--- src/cmmr_pkg.sv ---
// Shared types and constants for the column min-max rescaler.
// No dependencies; imported by every module of the block except cmmr_ram.
package cmmr_pkg;

	localparam int COL_W    = 6;
	localparam int VAL_W    = 32;
	localparam int SCALED_W = 17;
	localparam int QUO_W    = 16;

	localparam logic [1:0] KIND_CLEAR   = 2'd0;
	localparam logic [1:0] KIND_OBSERVE = 2'd1;
	localparam logic [1:0] KIND_SCALE   = 2'd2;

	localparam logic signed [VAL_W-1:0] RESET_MIN = 32'sh7FFF_FFFF;
	localparam logic signed [VAL_W-1:0] RESET_MAX = 32'sh8000_0000;

	localparam logic [SCALED_W-1:0] Q16_HALF = 17'd32768;
	localparam logic [SCALED_W-1:0] Q16_ONE  = 17'd65536;

	typedef enum logic [1:0] {
		OP_CLEAR,
		OP_OBSERVE,
		OP_SCALE,
		OP_HALF
	} op_t;

	typedef struct packed {
		op_t                     op;
		logic [COL_W-1:0]        column;
		logic signed [VAL_W-1:0] value;
	} cmd_t;

endpackage

--- src/cmmr_fifo.sv ---
// Short command queue between the front and the back.
// Depends on cmmr_pkg for the command type.
module cmmr_fifo #(
	parameter int DEPTH = 4
) (
	input  logic           clk,
	input  logic           arst_n,
	input  logic           push,
	input  cmmr_pkg::cmd_t wdata,
	input  logic           pop,
	output cmmr_pkg::cmd_t rdata,
	output logic           full,
	output logic           empty
);
	import cmmr_pkg::*;

	localparam int PW = (DEPTH > 1) ? $clog2(DEPTH) : 1;

	cmd_t          mem_q [DEPTH];
	logic [PW-1:0] wr_ptr_q;
	logic [PW-1:0] rd_ptr_q;
	logic [PW:0]   count_q;

	assign full  = count_q == (PW + 1)'(DEPTH);
	assign empty = count_q == '0;
	assign rdata = mem_q[rd_ptr_q];

	always_ff @(posedge clk) begin
		if (push) begin
			mem_q[wr_ptr_q] <= wdata;
		end
	end

	always_ff @(posedge clk or negedge arst_n) begin
		if (!arst_n) begin
			wr_ptr_q <= '0;
			rd_ptr_q <= '0;
			count_q  <= '0;
		end else begin
			if (push) begin
				wr_ptr_q <= (wr_ptr_q == PW'(DEPTH - 1)) ? '0 : wr_ptr_q + 1'b1;
			end
			if (pop) begin
				rd_ptr_q <= (rd_ptr_q == PW'(DEPTH - 1)) ? '0 : rd_ptr_q + 1'b1;
			end
			count_q <= count_q + (PW + 1)'(push) - (PW + 1)'(pop);
		end
	end

	assert property (@(posedge clk) disable iff (!arst_n)
		!(push && full))
		else $error("push into full queue");
	assert property (@(posedge clk) disable iff (!arst_n)
		!(pop && empty))
		else $error("pop from empty queue");
endmodule

--- config.mk ---
export PLATFORM = sky130hd
export DESIGN_NAME = cmmr_fifo
export DESIGN_NICKNAME = d
export VERILOG_FILES = /design/src/cmmr_pkg.sv /design/src/cmmr_fifo.sv
export SDC_FILE = /design/constraint.sdc
export NUM_CORES = 1
export LEC_CHECK = 0
export BUFFER_PORTS_ARGS = -buffer_cell sky130_fd_sc_hd__buf_2
export CAP_MARGIN = 20
export CORE_UTILIZATION = 45
export CTS_CLUSTER_DIAMETER = 60
export DETAILED_ROUTE_END_ITERATION = 10
export PLACE_DENSITY = 0.71
export SYNTH_ARGS = -nofsm -noshare
export SYNTH_HDL_FRONTEND = slang
export SYNTH_SLANG_ARGS = --single-unit
--- constraint.sdc ---
create_clock -name clk -period 1.9 [get_ports clk]
set_input_delay 0.475 -clock clk [delete_from_list [all_inputs] [get_ports clk]]
set_output_delay 0.475 -clock clk [all_outputs]
set_load 0.02 [all_outputs]
==> summary.md, run 1 <==
The core area was 13400 um^2. The number of synthesized flops with an enable pin was 160. The longest clock path from root to sink contains 2 buffers.

In the routed design, unresolved DRC markers number 0. The floorplan die area was 14330 um^2; the warning count from the yosys run was 0. Yosys attributes the largest share of cell area to sky130_fd_sc_hd__edfxtp_1, sky130_fd_sc_hd__mux4_2, sky130_fd_sc_hd__dfrtp_1.

The area growth from synthesis to layout is 23.01%. The synthesized design spends more area on one cell type than any other, namely sky130_fd_sc_hd__edfxtp_1. The clock tree synthesis step divided the H-tree into 4 levels. The tools report the type of destination of the critical path as an output pin. TritonCTS built the clock tree. For the final worst-path setup slack, the log shows -0.3855 ns. The max-capacitance violation count came out at 0. In the synthesized netlist the async set-or-reset flop fraction comes to 4.192%.

For the worst setup path, the data required time is 1.42 ns. The area occupied by registers is 4985 um^2, and the HPWL after detailed placement is 6457 um. The post-synthesis register bit count is 167, and the fill cell total of the finished layout is 998. Global routing finished with a remaining overflow of 0. The run gives 42 as the number of cell rows. The area occupied by multi-input gates is 1116 um^2.

VDD sags by at most 0.0007659 V. By count the netlist is led by sky130_fd_sc_hd__edfxtp_1, sky130_fd_sc_hd__mux4_2, sky130_fd_sc_hd__dfrtp_1, sky130_fd_sc_hd__ha_1, sky130_fd_sc_hd__inv_1. Based on the critical path, the design can be clocked at up to 0.4375 GHz. Setup repair after global routing could not meet its margin everywhere. After detailed routing, the average wire length per cell comes to 18.76 um.

Measured on the finished design, the core utilization comes to 57.25%. The logs give 79.86% for the sequential area share after synthesis and 0 for the number of diodes added for antenna fixing. The die boundary width is 119.7 um, and the post-route setup TNS is -13.75 ns. The post-synthesis cell type count came out at 21. The cell area after technology mapping is 6236 um^2. STA puts the critical path data arrival time at 1.81 ns. The floorplan step set the die height to 119.7 um. The largest net degree at the start of global routing was 28; the largest fanout of any net on the critical path was 6. The tools report the number of DRC violations after detailed-routing iteration 0 as 201. The logs give 0 for the residual antenna-violating net count after detailed routing and 412 for the number of nets in the finished design.

The max-slew violation count is 0, and the headroom to the max-slew limit is 79.42%. The number of clock sinks was 167. The logs give 10260 um for the sum of routed wire length over all layers and 0 for the number of hold violations in the final report. The pin slew with the least headroom to its limit was 0.3087 ns; the synthesized area per cell was 25.35 um^2. Yosys instantiated no cell more often than sky130_fd_sc_hd__edfxtp_1. The number of nets in the synthesized netlist is 298. The synthesized instance count was 246. The final route contains 2790 vias.

The share of post-route cells with drive strength above 1 was 47.98%. The portion of the clock cycle consumed by the worst path in the final layout works out to 120.3%. The run finished, with violations left.

The initial utilization of the core area, before any placement, comes to 46.54%. Buffers placed on the I/O ports in this run total 85. The classification of the worst setup path was reg2out.

The number of antenna violations at the first check in global routing is 0, and the per-cell via count in the routed design is 5.101. Clock latency on the worst-skew pair, taken at its later pin, is 0.41 ns. The first global-routing pass estimated 16060 um of wire.

Before antenna repair, the detailed router went through 4 iterations. The CTS clock-pin slew for the worst setup and hold paths was 0.06 ns. The final reports fail on setup timing. The routability congestion estimate came out at 0.6807. The via count of the first global-routing pass is 2950. In this run the clock root is driven by a sky130_fd_sc_hd__clkbuf_16. The tools report the type of origin of the critical path as a flip-flop.

The number of clock buffers inserted by TritonCTS came out at 17. Power comes to 12.40 mW. Setup violations remaining at the end of the flow were counted as 40. The shortest clock period the worst path allows after layout came out at 2.285 ns.

Among all flip-flop cells after synthesis, the most frequent one is sky130_fd_sc_hd__edfxtp_1. Worst hold margin: 0.2721 ns. The power density over the cells was 1616 nW/um^2.

During I/O placement, the number of pins put on the boundary was 86. The tightest min-delay check is of the in2reg type. The aggregate global-route resource usage is 15.68%, and the area share of the leading cell type in the synthesized netlist is 77.05%. The static leakage came out at 2.706 nW. Across the routed clock network, the largest skew measured is 0.004368 ns.
-- area by class of cell --
class | count | share of cell area, %
inverter | 6 | 0.2936
timing repair buffer | 105 | 9.297
tap | 176 | 2.871
clock inverter | 11 | 2.365
clock buffer | 19 | 5.643
multi-input combinational | 63 | 14.55
sequential | 167 | 64.98
-- logic make-up (layout without fill, tap and decap cells) --
kind of cell,Yosys count,count (layout),share of synthesized area [%]
DFF,167,167,79.86
muxes,42,42,14.93
buffers and inverters,16,141,2.207
and+or+nand+nor,9,9,0.8425
adders and majority gates,8,8,1.725
AOI/OAI and AO/OA,2,2,0.1605
xor gates and xnor gates,2,2,0.2810
-- sequential cells by signal, summed over array words and instances, names as in the netlist --
| signal | cells |
|---|---|
| rd_ptr_q | 2 |
| wr_ptr_q | 2 |
| mem_q | 160 |
| count_q | 3 |
-- power by group --
group	total (mW)	switching (mW)	internal [mW]	leakage, nW
Combinational	3.93	2.11	1.82	0.864
Sequential	4.92	0.183	4.74	1.55
Clock	3.54	1.25	2.30	0.291
-- final timing paths --
kind	slack (ns)	startpoint	cells past startpoint	endpoint
max reg2reg	0.36	count_q[0]$_DFF_PN0_	6	count_q[2]$_DFF_PN0_
max in group asynchronous	1.29	arst_n	2	rd_ptr_q[0]$_DFFE_PN0P_
min	0.27	wdata[24]	1	mem_q[2][24]$_DFFE_PP_
max	-0.39	rd_ptr_q[0]$_DFFE_PN0P_	4	rdata[0]
min reg2reg	0.62	wr_ptr_q[1]$_DFFE_PN0P_	2	wr_ptr_q[1]$_DFFE_PN0P_
min in group asynchronous	0.43	arst_n	2	count_q[1]$_DFF_PN0_
-- layout by cell type, fill, tap and decap left out, types with 4 or more instances in the layout --
cell type,instances
sky130_fd_sc_hd__buf_6,8
sky130_fd_sc_hd__edfxtp_1,160
sky130_fd_sc_hd__ha_1,7
sky130_fd_sc_hd__dfrtp_1,5
sky130_fd_sc_hd__mux4_2,40
sky130_fd_sc_hd__clkbuf_16,17
sky130_fd_sc_hd__and2_2,4
sky130_fd_sc_hd__buf_2,78
sky130_fd_sc_hd__buf_4,11
sky130_fd_sc_hd__inv_1,6
sky130_fd_sc_hd__bufinv_16,5
sky130_fd_sc_hd__buf_12,7
-- repair_timing --
item / in CTS / in global routing
gates cloned: 0 / 0
hold buffers: 1 / 0
pin swaps: 0 / 0
endpoints found under the hold margin: 7 / 0
setup buffers: 2 / 2
gates resized for setup: 3 / 15
endpoints found under the setup margin: 40 / 40
-- worst max-delay path: stages (launching register included) --
cell and delay, ns:
sky130_fd_sc_hd__dfrtp_4 0.53, sky130_fd_sc_hd__buf_4 0.15, sky130_fd_sc_hd__buf_6 0.10, sky130_fd_sc_hd__mux4_2 0.46
sky130_fd_sc_hd__buf_6 0.16
-- metal layers --
layer  global-route usage (%)  routed length [um]  vias up
met5                        0                   0        -
met4                    6.563                 144        0
met3                    4.040                 523       14
met2                    25.11                5093       77
met1                    20.50                4499     1438
li1                         -                   -     1261
-- per-stage QoR --
stage	cell area (um^2)	std cells	worst slack (ns)
finish	7671	547	-0.3855
global route	7671	547	-0.4405
CTS	7619	545	-0.4164
global placement	6977	512	0.03533
floorplan	6240	246	0.004542
detailed placement	6977	512	0.02761
No activity file was read; power rests on OpenSTA's default activity.
==> run 2: changes to the inputs <==
Settings changed: CORE_UTILIZATION 45 to 42, PLACE_DENSITY 0.71 to 0.68.
==> run 2 against run 1 <==
Non-clock buffer count fell by 4. Critical path depth shrank 1. Via count rose by 1.6%. The run still ends with setup timing left. Sequential share of layout area decreased by 0.18 points.
==> summary.md, run 2 (synthesis gave the netlist of run 1 again) <==
The run finished, with violations left. The final reports fail on setup timing. End of the worst register-to-register path: count_q[2]$_DFF_PN0_.

The layout-stage area growth over the synthesis result was 23.35%; the count of buffers inserted at the top-level ports was 85 (unchanged). The maximum clock skew at final layout came out at 0.009537 ns (+0.005169 ns). Arrival time at the worst endpoint: 1.82 ns (about the same).

Grouping stages by cell kind, the critical path spends the most delay in multiplexers. The number of standard cells in the layout, taps in and fillers out is 553 (+1.1%). The number of clock sinks is 167 (unchanged), and the final worst-path setup slack is -0.3980 ns (-0.01257 ns). The run gives 0 (unchanged) as the max-capacitance violation count. The top cell types in the final layout, fill and taps aside, are sky130_fd_sc_hd__edfxtp_1, sky130_fd_sc_hd__buf_2, sky130_fd_sc_hd__mux4_2. The core area is 14530 um^2 (+8.5%). The max-slew violation count was 0 (unchanged). The peak clock frequency supported by timing was 0.4352 GHz (-0.55%). The run gives 2834 (+1.6%) as the via count of the routed design. The routability congestion estimate is 0.6274 (-7.8%).

The pre-CTS setup slack was 0.01346 ns (-0.01415 ns); the wire length of the first global-routing pass was 16480 um (+2.6%). The number of nets in the finished design came out at 408 (-0.97%). Leaving out fill and tap cells, the most frequent cell in the layout is sky130_fd_sc_hd__edfxtp_1. The setup slack of the most critical reg-to-reg path came out at 0.34 ns (-0.02 ns). The clock latency on the worst-skew pair is 0.42 ns (about the same), and the number of cell rows is 44 (+4.8%). The tools report the number of hold violations in the final report as 0 (unchanged). The detail-routed net length per standard cell is 19.36 um (+3.2%). TritonCTS built the clock tree. The tools report the remaining routing DRC violations as 0 (unchanged). The biggest cell delay along the critical path works out to 0.56 ns (+0.03 ns). The critical path ends at rdata[35].

The static leakage is 2.710 nW (+0.13%). Number of failing setup endpoints in the final timing report: 40 (unchanged). STA classifies the critical path startpoint as a flip-flop. The tools report the number of DRC violations after detailed-routing iteration 0 as 205 (+2.0%). The tools report the root cell of the clock tree as sky130_fd_sc_hd__clkbuf_16. The headroom to the max-slew limit is 81.92% (+2.5 points). The count of cell instances traversed by the critical path works out to 3 (-1). The buffer depth of the longest clock path is 2 (unchanged), and the number of placed instances with taps included is 518 (+1.2%).

The signal on the critical path passes through buf_12, mux4_2, buf_2. The run gives 15.52% (-0.16 points) as the aggregate global-route resource usage. The via count of the first global-routing pass is 3075 (+4.2%).

The worst hold margin came out at 0.2703 ns (-0.001813 ns). The largest individual stage delay along the critical path comes from the cell sky130_fd_sc_hd__mux4_2. The number of top-level pins was 86 (unchanged); the count of TritonRoute iterations in the first routing pass was 4 (unchanged).

The worst register-to-register path begins at count_q[0]$_DFF_PN0_. The sum of routed wire length over all layers was 10710 um (+4.3%). Ranked by flip-flop count, first place goes to mem_q. The total number of H-tree levels was 4 (unchanged). For the core occupancy in the finished layout, the log shows 52.93% (-4.3 points).

The portion of the clock cycle consumed by the worst path in the final layout was 120.9% (+0.66 points); the fill cell total of the finished layout was 1162 (+16%). Setup repair after global routing could not meet its margin everywhere. The CTS clock-pin slew for the worst setup and hold paths was 0.06 ns (about the same).

The critical path starts at rd_ptr_q[0]$_DFFE_PN0P_. The effective utilization at floorplan was 42.91% (-3.6 points). STA classifies the critical path endpoint as an output pin. The number of diodes added for antenna fixing was 0 (unchanged).

The min-delay analysis places its worst path in the category in2reg. The tools report the maximum VDD drop as 0.0007584 V (-0.99%). The logs give 1.42 ns (about the same) for the data required time at the worst endpoint and 15340 um^2 (+7.0%) for the floorplan die area. The tools report the residual antenna-violating net count after detailed routing as 0 (unchanged).

The power density over the cells works out to 1628 nW/um^2 (+0.70%). The die height is 123.9 um (+3.4%), and the shortest clock period the worst path allows after layout is 2.298 ns (+0.01257 ns). The largest registers in the layout are mem_q x160, count_q x3. Overall power: 12.52 mW (+0.98%). The share of post-route cells with drive strength above 1 is 47.43% (-0.55 points). The pin slew with the least headroom to its limit is 0.2712 ns (-0.03758 ns). The run gives 6434 um (-0.36%) as the HPWL after detailed placement.

Path depth of the worst reg2reg path: 6 (unchanged). Overall overflow remaining after global route: 0 (unchanged). The number of buffers and inverters on the critical path came out at 2 (-1).

The worst setup path is of the reg2out kind. The number of clock buffers inserted by TritonCTS is 17 (unchanged). The number of antenna violations at the first check in global routing is 0 (unchanged), and the largest net degree at the start of global routing is 33 (+18%). The die boundary width is 123.9 um (+3.4%). The per-cell via count in the routed design works out to 5.125 (+0.47%). The flip-flop count of the largest register, all copies and words added works out to 160 (unchanged).

The largest fanout of any net on the critical path works out to 13 (+7).
## run 2: cell count changes in the layout (fill, tap and decap cells not counted)
cell                         delta
sky130_fd_sc_hd__buf_12         +1
sky130_fd_sc_hd__buf_2          -4
sky130_fd_sc_hd__buf_4          -4
sky130_fd_sc_hd__buf_6          +3
sky130_fd_sc_hd__clkbuf_1       +4
sky130_fd_sc_hd__clkinv_1       -3
sky130_fd_sc_hd__clkinv_2       +2
sky130_fd_sc_hd__clkinv_4       +1
sky130_fd_sc_hd__clkinvlp_4     -2
## run 2: worst min path at each step
stage                              to  cells after the start       from  slack (ns)
6_report       mem_q[0][22]$_DFFE_PP_                      1  wdata[22]        0.27
3_5_place_dp     count_q[0]$_DFF_PN0_                      1     arst_n        0.32
5_1_grt        mem_q[1][27]$_DFFE_PP_                      1  wdata[27]        0.25
4_1_cts        mem_q[0][22]$_DFFE_PP_                      1  wdata[22]        0.25
2_1_floorplan    count_q[0]$_DFF_PN0_                      0     arst_n        0.18
3_3_place_gp     count_q[0]$_DFF_PN0_                      1     arst_n        0.32
## run 2: area by class of cell
class | instances | area [um^2] | share of cell area, %
flip-flops and latches | 167 | 4985 | 64.80
multi-input cells | 63 | 1116 | 14.51
well taps | 184 | 230.2 | 2.993
clock buffers | 23 | 447.9 | 5.823
clock inverters | 9 | 173.9 | 2.261
repair buffers | 101 | 716.9 | 9.320
inverters | 6 | 22.52 | 0.2928
## run 2: per-layer routing
metal | share of wire [%] | GRT usage [%] | wire (um)
met3 | 5.0 | 4.716 | 536
met5 | 0 | 0 | 0
met4 | 2.3 | 7.605 | 243
met2 | 52 | 26.11 | 5533
met1 | 41 | 18.06 | 4392
## run 2: worst register-to-register path: cells and delay by family, from the launching register on
family                     cells  cell delay [ns]
xor gates and xnor gates       1             0.15
adders and majority gates      3             0.85
buffers and inverters          2             0.11
DFF                            1             0.35
## run 2: repair_timing
item                       CTS  global route
hold endpoints to repair     7             0
gates resized for setup      4            20
setup endpoints to repair   40            40
hold buffers                 1             0
setup buffers                1             1
## run 2: report_power, final
group	switching, mW	leakage (nW)	total (mW)	internal [mW]
combinational	2.13	0.856	3.98	1.86
sequential	0.186	1.55	4.93	4.74
clock	1.28	0.303	3.61	2.33
## run 2: metrics by stage
| stage | instance area, um^2 | TNS [ns] |
|---|---|---|
| 2_1_floorplan | 6240 | 0 |
| 3_3_place_gp | 6984 | 0 |
| 3_5_place_dp | 6984 | 0 |
| 4_1_cts | 7622 | -15.28 |
| 5_1_grt | 7692 | -16.29 |
| 6_report | 7692 | -13.32 |
==> run 3: changes to the inputs <==
Settings changed: PLACE_DENSITY 0.68 to 0.65.
Clock period 1.9 ns to 2.5 ns, I/O delays scaled along.
==> run 3 against run 2 <==
The flow now finishes without violations. Combinational power down 30%. Routed wire length up 0.27%. Largest power group unchanged. Cell count shrank 1.8%. Sequential cell count unchanged. Power decreased by 28%. Critical path depth unchanged. Sequential share of layout area rose by 1.7 points. Worst hold slack got worse by 0.23 ns. Critical endpoint is now rdata[0]. Cell area down 2.6%. Clock-buffer cell count fell by 6.
==> summary.md, run 3 (synthesis gave the netlist of run 1 again) <==
The critical path goes through buf_16, mux4_1, buf_2. After layout, the minimum clock period comes to 2.438 ns. For the count of TritonRoute iterations in the first routing pass, the log shows 4 (unchanged).

Root cell of the clock tree: sky130_fd_sc_hd__clkbuf_16. The largest registers in the layout are mem_q x160, count_q x3. The maximum VDD drop came out at 0.0006724 V (-11%). For this design, the slowest cell found on the critical path is sky130_fd_sc_hd__mux4_1. The final worst-path setup slack came out at 0.06181 ns (+0.4599 ns). The peak clock frequency supported by timing is 0.4101 GHz.

The endpoint identified for the worst register-to-register timing path is mem_q[2][18]$_DFFE_PP_. The floorplan die area is 15340 um^2 (unchanged). The tools report the number of failing setup endpoints in the final timing report as 0 (-100%).

The flow ran to the end, and the final reports show no timing, DRC or antenna violations. The run gives 2808 (-0.92%) as the via count of the routed design. Grouping stages by cell kind, the critical path spends the most delay in multiplexers. Setup repair after global routing could not meet its margin everywhere. The register with the most flip-flops is mem_q.

The aggregate global-route resource usage was 15.42% (-0.098 points); the HPWL after detailed placement was 6529 um (+1.5%). By startpoint and endpoint, the worst setup path is classified as reg2out. The tools report the type of origin of the critical path as a flip-flop. Global-route track usage on met2: 25.07% (-1.0 points). STA classifies the critical path endpoint as an output pin. The logs give 514 (-0.77%) for the number of placed instances with taps included and 44 (unchanged) for the number of cell rows. The area growth from synthesis to layout is 20.20%.

The largest fanout of any net on the critical path is 22 (+9), and the detail-routed net length per standard cell is 19.77 um (+2.1%). Biggest cell delay along the critical path: 0.55 ns (about the same). The number of nets in the finished design is 401 (-1.7%). The number of diodes added for antenna fixing was 0 (unchanged); the die boundary width was 123.9 um (unchanged). The tools report the max-slew violation count as 0 (unchanged). The residual antenna-violating net count after detailed routing was 0 (unchanged). Path depth of the worst reg2reg path: 4 (-2). The fill cell total of the finished layout is 1185 (+2.0%). Number of standard cells in the layout, taps in and fillers out: 543 (-1.8%). The tools report the static leakage as 2.626 nW (-3.1%). The share of post-route cells with drive strength above 1 was 46.52% (-0.91 points). The portion of the clock cycle consumed by the worst path in the final layout is 97.53%.

The library cells used most frequently in the layout, excluding fill and tap cells, are sky130_fd_sc_hd__edfxtp_1, sky130_fd_sc_hd__buf_2, sky130_fd_sc_hd__mux4_2. The layer flagged by global routing as most heavily used is met2. The buffers inserted during post-CTS setup optimization is 0 (-1). The setup slack of the most critical reg-to-reg path is 0.89 ns (+0.55 ns), and the via count of the first global-routing pass is 2971 (-3.4%). The headroom to the max-slew limit is 72.27% (-9.7 points), and the count of buffers inserted at the top-level ports is 85 (unchanged).

For the met3 layer usage reported by global route, the log shows 5.082% (+0.37 points). The per-cell via count in the routed design is 5.171 (+0.91%), and the sum of routed wire length over all layers is 10730 um (+0.27%). The buffer depth of the longest clock path is 2 (unchanged), and the area occupied by multi-input gates is 1120 um^2 (+0.34%). The pre-CTS setup slack came out at 0.4576 ns (+0.4441 ns).

The flip-flop count of the largest register, all copies and words added is 160 (unchanged), and the number of hold violations in the final report is 0 (unchanged). Number of buffers and inverters on the critical path: 2 (unchanged). The overall power is 9.038 mW (-28%).

The logs give 4 (unchanged) for the total number of H-tree levels and 51.58% (-1.4 points) for the core occupancy in the finished layout. The max-capacitance violation count came out at 0 (unchanged). The effective utilization at floorplan was 42.91% (unchanged).

The launch instance of the worst register-to-register path was wr_ptr_q[0]$_DFFE_PN0P_. The number of clock buffers inserted by TritonCTS was 17 (unchanged); the arrival time at the worst endpoint was 1.81 ns (about the same). Number of top-level pins: 86 (unchanged). Die height: 123.9 um (unchanged).

The run gives 16260 um (-1.3%) as the wire length of the first global-routing pass. TritonCTS built the clock tree. The clock latency on the worst-skew pair was 0.42 ns (about the same); the largest net degree at the start of global routing was 33 (unchanged).

The power density over the cells is 1206 nW/um^2 (-26%). The routability congestion estimate is 0.6478 (+3.3%), and the CTS clock-pin slew for the worst setup and hold paths is 0.06 ns (about the same). Remaining routing DRC violations: 0 (unchanged). The routing usage on met1 was 19.29% (+1.2 points). Leaving out fill and tap cells, the most frequent cell in the layout is sky130_fd_sc_hd__edfxtp_1.

The path class of the tightest hold or removal check is in2async. The area occupied by registers is 4985 um^2 (unchanged). For the number of clock sinks, the log shows 167 (unchanged). The tools report the maximum clock skew at final layout as 0.007607 ns (-0.001930 ns). The pin slew with the least headroom to its limit was 0.4160 ns (+0.1448 ns). The run gives 14530 um^2 (unchanged) as the core area.

The data required time at the worst endpoint is 1.88 ns (+0.46 ns). The tools report the overall overflow remaining after global route as 0 (unchanged). The number of antenna violations at the first check in global routing is 0 (unchanged). The number of DRC violations after detailed-routing iteration 0 came out at 276 (+35%).
## run 3: cell count changes in the layout (fill, tap and decap cells not counted), moves of 2 or more
cell,previous run,this run
sky130_fd_sc_hd__buf_12,8,5
sky130_fd_sc_hd__buf_4,7,3
sky130_fd_sc_hd__clkbuf_1,6,0
sky130_fd_sc_hd__buf_2,74,85
sky130_fd_sc_hd__bufinv_16,5,3
sky130_fd_sc_hd__clkinv_1,0,4
sky130_fd_sc_hd__buf_6,11,0
## run 3: worst max-delay path by stage
stage,from,endpoint,slack [ns],cells past startpoint
after global routing,rd_ptr_q[0]$_DFFE_PN0P_,rdata[18],-0.02,3
after detailed placement,rd_ptr_q[0]$_DFFE_PN0P_,rdata[39],0.46,3
after CTS,rd_ptr_q[0]$_DFFE_PN0P_,rdata[39],0.01,3
final,rd_ptr_q[0]$_DFFE_PN0P_,rdata[0],0.06,3
after global placement,rd_ptr_q[0]$_DFFE_PN0P_,rdata[0],0.45,3
after floorplan,push,mem_q[3][0]$_DFFE_PP_,0.50,1
## run 3: repair_timing
action	in CTS	in global routing
resized for setup	0	2
hold buffers	0	0
endpoints found under the setup margin	0	3
## run 3: routing by layer
| layer | share of wire, % | routed length [um] |
|---|---|---|
| met5 | 0 | 0 |
| met4 | 1.2 | 125 |
| met3 | 5.4 | 584 |
| met2 | 51 | 5443 |
| met1 | 43 | 4581 |
## run 3: final cells by class
type | instances | share of cell area (%)
well taps | 184 | 3.071
multi-input cells | 63 | 14.94
repair buffers | 94 | 7.678
clock inverters | 12 | 1.836
clock buffers | 17 | 5.675
flip-flops and latches | 167 | 66.50
inverters | 6 | 0.3005
## run 3: stage by stage
stage	setup TNS, ns	hold slack [ns]	cell area, um^2
6_report	0	0.03882	7496
2_1_floorplan	0	0.3294	6236
5_1_grt	-0.04298	0.03370	7496
4_1_cts	0	0.03067	7492
3_5_place_dp	0	0.4753	6929
3_3_place_gp	0	0.4752	6929
## run 3: power by group
part / leakage [nW] / switching (mW) / internal, mW / total, mW
sequential: 1.55 / 0.167 / 3.60 / 3.77
combinational: 0.798 / 1.56 / 1.21 / 2.77
clock: 0.278 / 0.961 / 1.53 / 2.50
total: 2.63 / 2.69 / 6.35 / 9.04
